===== config.mk =====
export PLATFORM = sky130hd
export DESIGN_NAME = escaped_frame_deframer_top_flat
export DESIGN_NICKNAME = d
export VERILOG_FILES = /design/src/rtl/core/efd_pkg.sv /design/src/rtl/core/efd_stream_if.sv /design/src/rtl/core/efd_datapath.sv /design/src/rtl/core/efd_ctrl.sv /design/src/rtl/core/escaped_frame_deframer_top.sv /design/src/flat_wrapper.sv
export SDC_FILE = /design/constraint.sdc
export NUM_CORES = 1
export LEC_CHECK = 0
export ABC_AREA = 1
export BUFFER_PORTS_ARGS = -buffer_cell sky130_fd_sc_hd__clkbuf_2
export CORE_MARGIN = 10
export CORE_UTILIZATION = 40
export DETAILED_ROUTE_END_ITERATION = 10
export PLACE_DENSITY = 0.62
export SETUP_SLACK_MARGIN = 0.3
export SYNTH_ARGS = -nofsm -noshare
export SYNTH_HDL_FRONTEND = slang
export SYNTH_SLANG_ARGS = --single-unit

===== constraint.sdc =====
create_clock -name clk -period 10.9 [get_ports clk]
set_input_delay 1.09 -clock clk [delete_from_list [all_inputs] [get_ports clk]]
set_output_delay 1.09 -clock clk [all_outputs]
set_load 0.02 [all_outputs]

===== src/rtl/core/efd_pkg.sv =====
`default_nettype none

package efd_pkg;

	localparam logic [7:0] MARK  = 8'h55;
	localparam logic [7:0] OPEN  = 8'h01;
	localparam logic [7:0] STUFF = 8'h02;
	localparam logic [7:0] CLOSE = 8'h03;

	localparam int LEN_W = 6;
	localparam logic [LEN_W-1:0] MAX_LENGTH_RESET = 6'd63;

	typedef struct packed {
		logic [7:0] rx_byte;
	} rx_word_t;

	typedef struct packed {
		logic [7:0]       data_byte;
		logic             last_of_frame;
		logic [LEN_W-1:0] payload_length;
	} frame_word_t;

	typedef struct packed {
		logic clear;
		logic store;
		logic store_mark;
		logic latch_len;
		logic rd_en;
	} cmd_t;

	typedef struct packed {
		logic is_mark;
		logic is_open;
		logic is_stuff;
		logic is_close;
		logic full;
		logic empty;
		logic frame_ok;
		logic len_zero;
		logic rd_last;
	} sts_t;

endpackage

`default_nettype wire


===== src/rtl/core/efd_stream_if.sv =====
`default_nettype none

interface efd_stream_if #(
	parameter type payload_t = logic [7:0]
);
	logic     valid;
	logic     ready;
	payload_t payload;

	modport source (output valid, output payload, input ready);
	modport sink (input valid, input payload, output ready);
endinterface

`default_nettype wire


===== src/rtl/core/efd_datapath.sv =====
`default_nettype none

module efd_datapath #(
	parameter int BUFFER_DEPTH = 64
) (
	input  wire logic                       clk,
	input  wire logic                       arst_n,
	input  wire logic [7:0]                 rx_byte,
	input  wire logic                       cfg_wr_en,
	input  wire logic [efd_pkg::LEN_W-1:0]  cfg_wr_data,
	input  wire efd_pkg::cmd_t              cmd,
	output efd_pkg::sts_t                   sts,
	output efd_pkg::frame_word_t            word
);
	localparam int AW    = (BUFFER_DEPTH > 1) ? $clog2(BUFFER_DEPTH) : 1;
	localparam int CW    = $clog2(BUFFER_DEPTH + 1);
	localparam int CMP_W = (CW > efd_pkg::LEN_W) ? CW : efd_pkg::LEN_W;

	logic [7:0]                mem [BUFFER_DEPTH];
	logic [CW-1:0]             cnt_q;
	logic [CW-1:0]             len_q;
	logic [AW-1:0]             idx_q;
	logic [7:0]                sum_q;
	logic [7:0]                last_q;
	logic [efd_pkg::LEN_W-1:0] max_length_q;
	logic [7:0]                wdata;
	logic [CW-1:0]             len_now;
	logic [7:0]                payload_sum;

	assign wdata       = cmd.store_mark ? efd_pkg::MARK : rx_byte;
	assign len_now     = cnt_q - CW'(1);
	assign payload_sum = sum_q - last_q;

	assign sts.is_mark  = (rx_byte == efd_pkg::MARK);
	assign sts.is_open  = (rx_byte == efd_pkg::OPEN);
	assign sts.is_stuff = (rx_byte == efd_pkg::STUFF);
	assign sts.is_close = (rx_byte == efd_pkg::CLOSE);
	assign sts.full     = (cnt_q == CW'(BUFFER_DEPTH));
	assign sts.empty    = (cnt_q == '0);
	assign sts.len_zero = (cnt_q == CW'(1));
	assign sts.frame_ok = (payload_sum == last_q) &&
		(CMP_W'(len_now) <= CMP_W'(max_length_q));
	assign sts.rd_last  = (CW'(idx_q) == len_q - CW'(1));

	always_ff @(posedge clk or negedge arst_n) begin
		if (!arst_n) begin
			cnt_q        <= '0;
			sum_q        <= '0;
			max_length_q <= efd_pkg::MAX_LENGTH_RESET;
		end else begin
			if (cfg_wr_en) begin
				max_length_q <= cfg_wr_data;
			end
			if (cmd.clear) begin
				cnt_q <= '0;
				sum_q <= '0;
			end else if (cmd.store || cmd.store_mark) begin
				cnt_q <= cnt_q + CW'(1);
				sum_q <= sum_q + wdata;
			end
		end
	end

	// frame store and read side
	always_ff @(posedge clk) begin
		if (cmd.store || cmd.store_mark) begin
			mem[cnt_q[AW-1:0]] <= wdata;
			last_q             <= wdata;
		end
		if (cmd.latch_len) begin
			len_q <= len_now;
			idx_q <= '0;
		end else if (cmd.rd_en) begin
			word.data_byte      <= mem[idx_q];
			word.last_of_frame  <= sts.rd_last;
			word.payload_length <= efd_pkg::LEN_W'(len_q);
			idx_q               <= idx_q + AW'(1);
		end
	end

endmodule

`default_nettype wire


===== src/rtl/core/efd_ctrl.sv =====
`default_nettype none

module efd_ctrl (
	input  wire logic    clk,
	input  wire logic    arst_n,
	input  wire logic    rx_valid,
	output logic         rx_ready,
	output logic         frame_valid,
	input  wire logic    frame_ready,
	input  wire efd_pkg::sts_t sts,
	output efd_pkg::cmd_t cmd
);
	typedef enum logic [2:0] {
		S_IDLE,
		S_DATA,
		S_ESC,
		S_START,
		S_EMIT
	} state_t;

	state_t state_q;
	state_t state_d;
	logic   acc;
	logic   slot_free;

	assign rx_ready  = (state_q != S_EMIT);
	assign acc       = rx_valid && rx_ready;
	assign slot_free = !frame_valid || frame_ready;

	always_comb begin
		cmd     = '0;
		state_d = state_q;
		unique case (state_q)
			S_IDLE: begin
				if (acc && sts.is_mark) begin
					state_d = S_START;
				end
			end
			S_DATA: begin
				if (acc) begin
					if (sts.is_mark) begin
						state_d = S_ESC;
					end else if (sts.full) begin
						state_d = S_IDLE;
					end else begin
						cmd.store = 1'b1;
					end
				end
			end
			S_ESC: begin
				if (acc) begin
					if (sts.is_stuff) begin
						if (sts.full) begin
							state_d = S_IDLE;
						end else begin
							cmd.store_mark = 1'b1;
							state_d        = S_DATA;
						end
					end else if (sts.is_close) begin
						state_d = S_IDLE;
						if (!sts.empty) begin
							cmd.latch_len = 1'b1;
							if (sts.frame_ok && !sts.len_zero) begin
								state_d = S_EMIT;
							end
						end
					end else if (sts.is_mark) begin
						state_d = S_START;
					end else if (sts.is_open) begin
						cmd.clear = 1'b1;
						state_d   = S_DATA;
					end else begin
						state_d = S_IDLE;
					end
				end
			end
			S_START: begin
				if (acc) begin
					if (sts.is_open) begin
						cmd.clear = 1'b1;
						state_d   = S_DATA;
					end else begin
						state_d = S_IDLE;
					end
				end
			end
			S_EMIT: begin
				if (slot_free) begin
					cmd.rd_en = 1'b1;
					if (sts.rd_last) begin
						state_d = S_IDLE;
					end
				end
			end
			default: begin
				state_d = S_IDLE;
			end
		endcase
	end

	always_ff @(posedge clk or negedge arst_n) begin
		if (!arst_n) begin
			state_q     <= S_IDLE;
			frame_valid <= 1'b0;
		end else begin
			state_q <= state_d;
			if (cmd.rd_en) begin
				frame_valid <= 1'b1;
			end else if (frame_ready) begin
				frame_valid <= 1'b0;
			end
		end
	end

endmodule

`default_nettype wire


===== src/rtl/core/escaped_frame_deframer_top.sv =====
// channel  | direction | word                                   | note
// rx       | in        | rx_byte                                | one raw line byte
// frame    | out       | data_byte, last_of_frame, payload_length | one payload byte
// cfg      | in        | max_length                             | write enable + data
//
// a received byte is taken in every state but the read-back of a frame
// on a good closing marker the payload is read back from the frame store, one
// word per cycle through the store's single read port; rx is held off meanwhile
// frame stalls hold the output register and pause the read-back
// arst_n clears the state machine, count, sum and max_length (back to 63)
`default_nettype none

module escaped_frame_deframer_top #(
	parameter int BUFFER_DEPTH = 64
) (
	input  wire logic                      clk,
	input  wire logic                      arst_n,
	efd_stream_if.sink                     rx,
	efd_stream_if.source                   frame,
	input  wire logic                      cfg_wr_en,
	input  wire logic [efd_pkg::LEN_W-1:0] cfg_wr_data
);
	efd_pkg::cmd_t        cmd;
	efd_pkg::sts_t        sts;
	efd_pkg::frame_word_t word;
	efd_pkg::rx_word_t    rx_word;

	assign rx_word       = rx.payload;
	assign frame.payload = word;

	efd_ctrl u_ctrl (
		.clk         (clk),
		.arst_n      (arst_n),
		.rx_valid    (rx.valid),
		.rx_ready    (rx.ready),
		.frame_valid (frame.valid),
		.frame_ready (frame.ready),
		.sts         (sts),
		.cmd         (cmd)
	);

	efd_datapath #(
		.BUFFER_DEPTH (BUFFER_DEPTH)
	) u_datapath (
		.clk         (clk),
		.arst_n      (arst_n),
		.rx_byte     (rx_word.rx_byte),
		.cfg_wr_en   (cfg_wr_en),
		.cfg_wr_data (cfg_wr_data),
		.cmd         (cmd),
		.sts         (sts),
		.word        (word)
	);

endmodule

`default_nettype wire


===== src/flat_wrapper.sv =====
// flat-port wrapper written by rule: the top's interface ports become plain ports
module escaped_frame_deframer_top_flat 
#(
	parameter int BUFFER_DEPTH = 64
)
  (clk, arst_n, cfg_wr_en, cfg_wr_data, rx_valid, rx_payload, rx_ready, frame_valid, frame_payload, frame_ready);
  efd_stream_if #(.payload_t(efd_pkg::rx_word_t)) rx_i ();
  efd_stream_if #(.payload_t(efd_pkg::frame_word_t)) frame_i ();
  input  wire logic clk;
  input  wire logic arst_n;
  input  wire logic cfg_wr_en;
  input  wire logic [efd_pkg::LEN_W-1:0] cfg_wr_data;
  input wire logic [$bits(rx_i.valid)-1:0] rx_valid;
  input wire logic [$bits(rx_i.payload)-1:0] rx_payload;
  output wire logic [$bits(rx_i.ready)-1:0] rx_ready;
  output wire logic [$bits(frame_i.valid)-1:0] frame_valid;
  output wire logic [$bits(frame_i.payload)-1:0] frame_payload;
  input wire logic [$bits(frame_i.ready)-1:0] frame_ready;
  assign rx_i.valid = rx_valid;
  assign rx_i.payload = rx_payload;
  assign rx_ready = rx_i.ready;
  assign frame_valid = frame_i.valid;
  assign frame_payload = frame_i.payload;
  assign frame_i.ready = frame_ready;
  escaped_frame_deframer_top #(.BUFFER_DEPTH(BUFFER_DEPTH)) u_core (.clk(clk), .arst_n(arst_n), .rx(rx_i), .frame(frame_i), .cfg_wr_en(cfg_wr_en), .cfg_wr_data(cfg_wr_data));
endmodule

# Word-level counts from Yosys, hierarchy flattened

Memory sizes are Yosys's and may differ from the RTL's. A register that Yosys moved wholly into a read port is not among the register bits.
Index checks and enable logic that the tools add are counted.

Memories: 1
Bits of input ports: 19
Register bits after elaboration: 53
Output and inout port bits: 17
Bits in writable memories: 512
Word-level logic and storage cells: 97

Memory list:

| name                  | depth | width | read ports | clocked after memory_dff | write ports | RTL line           | source |
|---|---|---|---|---|---|---|---|
| u_core.u_datapath.mem | 64    | 8     | 1          | 1                        | 1           | efd_datapath.sv:19 | `logic [7:0] mem [BUFFER_DEPTH];` |

Mux-type cells: 44
Reduce and logical (&&, ||, !) cells: 14
$add $sub $neg: 6
Equality and inequality tests: 20
Order comparisons: 1
Bitwise gates (word level): 1

Operators by type and width:

| kind                                              | number |
|---|---|
| two-way mux 3 bit                                 | 13 |
| two-way mux 8 bit                                 | 3 |
| two-way mux 1 bit                                 | 22 |
| == test 8 x 2 -> 1 bit (second input constant)    | 2 |
| one-hot mux 3 bit (5 select lines)                | 1 |
| two-way mux 7 bit                                 | 2 |
| subtractor 7 x 1 -> 7 bit (second input constant) | 2 |
| inequality test 2 bit (second input constant)     | 5 |
| adder 8 bit                                       | 1 |
| == test 8 x 1 -> 1 bit (second input constant)    | 1 |
| == test 8 x 7 -> 1 bit (second input constant)    | 1 |
| == test 8 bit                                     | 1 |
| subtractor 8 bit                                  | 1 |
| adder 7 x 1 -> 7 bit (second input constant)      | 1 |
| == test 6 x 7 -> 1 bit                            | 1 |
| == test 7 x 1 -> 1 bit (second input constant)    | 1 |
| == test 7 bit (second input constant)             | 1 |
| less-or-equal comparator 7 x 6 -> 1 bit           | 1 |
| logical NOT 7 bit                                 | 1 |
| AND reduction 7 bit                               | 1 |
| adder 6 x 1 -> 6 bit (second input constant)      | 1 |
| == test 3 x 2 -> 1 bit (second input constant)    | 2 |
| logical AND 1 bit                                 | 4 |
| two-way mux 2 bit                                 | 2 |
| 12 further kinds                                  | 15 |

# Depth between registers and ports, before layout

Depth in word-level cells: 10
Depth in mapped cells: 17

# Modules after synthesis

Synthesis repeated with hierarchy kept, for this count alone.

Cell total of the unflattened synthesis: 2458
Area total of the unflattened synthesis: 25445.7 µm²

By module, submodules not included:

| module       | area an instance (µm²) | cells each | instances |
|---|---|---|---|
| efd_datapath | 25036.5                | 2389       | 1 |
| efd_ctrl     | 409.1                  | 69         | 1 |

# Least setup slack after synthesis

OpenSTA, ideal clock, no wires.

Path type: input to register
From: input rx_payload[4]
To: register u_core.u_datapath.sum_q[6]
Cell stages on the path: 16
Data arrival time: 3664 ps
Data required time: 10835 ps
Path buffers: 0
Slack: 7170 ps
Path through: inv_1 nand3_2 nor2_1 and2_4 nand3_4 nand2_1 ha_1 fa_1 nand3_1 nand3_1 nand2_1 nand2_1 a21oi_1 xnor2_1 nand2_1 nand2_1

Word-level cells in the longest chain between the ends: 8

Ends and longest elaborated chain:

| item                           | RTL line           | source |
|---|---|---|
| from (decl)                    | flat_wrapper.sv:14 | `input wire logic [$bits(rx_i.payload)-1:0] rx_payload;` |
| == test 8 x 2 -> 1 bit         | efd_datapath.sv:36 | `assign sts.is_stuff = (rx_byte == efd_pkg::STUFF);` |
| two-way mux 1 bit              | efd_ctrl.sv:52     | `if (sts.is_stuff) begin` |
| two-way mux 2 bit              | efd_ctrl.sv:51     | `if (acc) begin` |
| two-way mux 2 bit              | efd_ctrl.sv:33     | `unique case (state_q)` |
| two-way mux 8 bit              | efd_datapath.sv:30 | `assign wdata = cmd.store_mark ? efd_pkg::MARK : rx_byte;` |
| net u_core.u_datapath.wdata[0] | efd_datapath.sv:26 | `logic [7:0] wdata;` |
| adder 8 bit                    | efd_datapath.sv:59 | `sum_q <= sum_q + wdata;` |
| two-way mux 8 bit              | efd_datapath.sv:57 | `end else if (cmd.store \|\| cmd.store_mark) begin` |
| two-way mux 8 bit              | efd_datapath.sv:54 | `if (cmd.clear) begin` |
| to (signal assigned)           | efd_datapath.sv:59 |  |
| to (decl)                      | efd_datapath.sv:23 | `logic [7:0] sum_q;` |

The timed path passes the listed nets, and every way through them passes these cells. The select of a mux whose other input is x is not followed.
A chain may end at the register's enable or synchronous reset.

==> impl_results.md <==
* Largest delay share family, worst path: buffers and inverters
* Initial Util at 0.4031
* Final hold vios at 0
* Chip height at 266.2 um
* Synthesized area per cell at 11.94 um2
* Clock skew at 0.02501 ns
* DR iter-0 viols at 1,341
* Critical Path AT at 4.50 ns
* Crit-path slowest cell: buf_4
* Clk_lat worst skew at 0.62 ns
* Count leader, synth: edfxtp_1
* Tmin final at 4.037 ns
* Post-synthesis simple-gate area fraction at 0.1290
* CTS buffer count at 56
* Adder-cell share of the synthesized area at 0.01507
* Worst reg-to-reg path cell count at 10
* Num Clock Sinks at 572
* Commonest cells post-synth: edfxtp_1, nor2_1, o21ai_0, nand2_1, nand3_1
* P_leak at 9.079 nW
* Seq. cell area at 0.01701 mm2
* Rel. slew slack at 0.1600
* Worst-path maximum fanout at 104
* Status: complete, no violations
* Dpl ws at 6.375 ns
* Area leader, netlist: edfxtp_1
* Largest net degree at the start of global routing at 145
* Final nets at 2,073
* Core Footprint at 0.06013 mm2
* Router iterations before antenna repair at 5
* Mapped Area at 0.02424 mm2
* Max IR drop VDD at 0.1256 mV
* Crit-path cells: buf_4, buf_4, nor2_1, nor2_1, o21ai_0, o211ai_1, nand3_1, nand4_1, nand3_1, nand2_1
* Top post-synthesis cells by area: edfxtp_1, nor2_1, o21ai_0, nand2_1, dfrtp_1
* RSZ-0062 raised after global routing: no
* Initial antenna violation count at 0
* P&R area growth vs syn at 10.86%
* Synth Area in XOR/XNOR at 0.009033
* Post-synthesis mux area share at 0.0004646
* Final wirelength at 62.29 mm
* DP Wirelength at 36.46 mm
* Crit path buffers/inverters at 2
* Detail Route Antenna Nets at 0
* Full die area at 0.07085 mm2
* CP max stage delay at 0.88 ns
* N_diodes at 0
* Setup ws final at 6.863 ns
* Worst path depth at 10
* # fillers at 5,514
* Cell Area, Placed at 0.02501 mm2
* Post-synth top flop: edfxtp_1
* CTS tree: yes
* # rows at 90
* Area of the multi-input gates at 0.006382 mm2
* Max Slew Vio Count at 0
* Post_cts resized at 0
* Final period util at 0.3703
* #FFs+latches synth at 572
* Hold Path Stages at 0
* Post-Synthesis Cells at 2,030
* Vias in the first global route at 15,890
* Clock buffer depth at 3
* Yosys top cell area share at 0.6702
* DRC violation count after routing at 0
* Register area share after synthesis at 0.7013
* Die Width at 266.2 um
* Final TNS setup at 0 ns
* Type of origin of the critical path: flop
* Yosys warns at 0
* Distinct cells, synth at 51
* First-pass GRT wire length at 93.94 mm
* Final Wtd Congestion at 0.8751
* Global Route Usage Sum at 0.1732
* Syn_nets at 2,077
* Share of layout cells above drive strength 1 at 0.09209
* DR vias at 15,860
* WS Path Type: reg -> reg
* Setup violators final at 0
* Buffers on Ports at 35
* Hold-fix buffers, CTS at 0
* Slew @ Worst Pin at 1.259 ns
* Post-CTS Setup Inserts at 0
* PD cells at 192.9 mW/mm2
* CP Capture Type: flop
* Final instance area at 0.02687 mm2
* Max Clk Rate at 0.2477 GHz
* CTS H-tree lvls at 2
* Worst Hold Class: reg -> reg
* WL/cell at 21.81 um
* I/O pins at 36
* Required @ worst endpoint at 11.37 ns
* Synth async-reset ratio at 0.04371
* Clock Tree Root: clkbuf_16
* Largest family of logic cells by synthesized area: simple AND/OR/NAND/NOR gates
* Reg clk slew, reported paths at 0.06 ns
* Grt total ovfl at 0
* Post-synthesis compound-gate area fraction at 0.1092
* Post-synth EDFFs at 541
* MaxCap Viol Count at 0
* Via density at 5.554
-- placed cells by master, fill, tap and decap left out, types with 15 or more instances in the layout --
master	n
edfxtp_1	541
nor2_1	390
o21ai_0	280
nand2_1	199
nand3_1	80
inv_1	77
o22ai_1	71
clkbuf_16	57
o211ai_1	51
a21oi_1	40
clkbuf_2	35
ha_1	26
nand4_1	22
buf_4	19
dfrtp_1	19
xor2_1	15
-- stage by stage --
step                      hold slack [ns]  power [W]  utilization  std cells
final                              0.4643   0.005183       0.4469       2856
after global routing               0.4868   0.005385       0.4469       2856
after CTS                          0.4704   0.005209       0.4469       2856
after detailed placement           0.4436   0.003276       0.4160       2750
after global placement             0.4542   0.003262       0.4160       2750
after floorplan                    0.4264   0.003074            -       2030
-- cell families (layout without fill, tap and decap cells) --
logic type	Yosys count	after routing
muxes	1	1
AOI/OAI and AO/OA	471	471
DFF	572	572
adders and majority gates	28	28
buffers and inverters	202	246
xor gates and xnor gates	25	25
and+or+nand+nor	731	731
-- final cells by class --
class	instances	area share
sequential	572	0.6329
clock buffer	74	0.05732
clock inverter	32	0.01187
tap	782	0.03641
timing repair buffer	54	0.01183
inverter	86	0.01220
multi-input combinational	1256	0.2375
-- where the power goes --
group	switching (W)	internal, W
Sequential	0.0000754	0.00247
Clock	0.000811	0.00114
Combinational	0.000481	0.000214
Total	0.00137	0.00382
-- worst reg2reg max path: cells and delay by family, from the launching register on --
kind,cells,cell delay [ns]
flip-flops,1,0.77
buffers and inverters,2,1.87
AO/OA/AOI/OAI,2,0.24
AND/OR/NAND/NOR,6,1.01
-- state kept, by name (all words and copies together) (netlist names) --
name                            flops
u_core.u_datapath.len_q             7
u_core.u_datapath.cnt_q             7
u_core.u_datapath.word             15
u_core.u_datapath.last_q            7
u_core.u_datapath.mem             512
u_core.u_datapath.max_length_q      6
u_core.u_ctrl.state_q               3
u_core.u_datapath.sum_q             8
u_core.u_ctrl.frame_valid           1
u_core.u_datapath.idx_q             6
-- final timing paths --
path                                                    to  slack [ns]                  startpoint
worst max-delay path             u_core.u_datapath.word[9]        6.86  u_core.u_datapath.idx_q[0]
max in group asynchronous       u_core.u_datapath.cnt_q[3]        9.91                      arst_n
worst max register to register   u_core.u_datapath.word[9]        6.86  u_core.u_datapath.idx_q[0]
min in group asynchronous       u_core.u_datapath.sum_q[3]        0.53                      arst_n
worst min register to register   u_core.u_datapath.word[1]        0.46  u_core.u_datapath.len_q[1]
worst min-delay path             u_core.u_datapath.word[1]        0.46  u_core.u_datapath.len_q[1]
-- layer usage --
layer / GRT usage / wire length [um] / part of all wire
met2: 0.2811 / 29290 / 0.47
met4: 0.05343 / 1594 / 0.026
met5: 0 / 0 / 0
met3: 0.03479 / 4592 / 0.074
met1: 0.2308 / 26810 / 0.43
(Power assumes the default switching activity.)
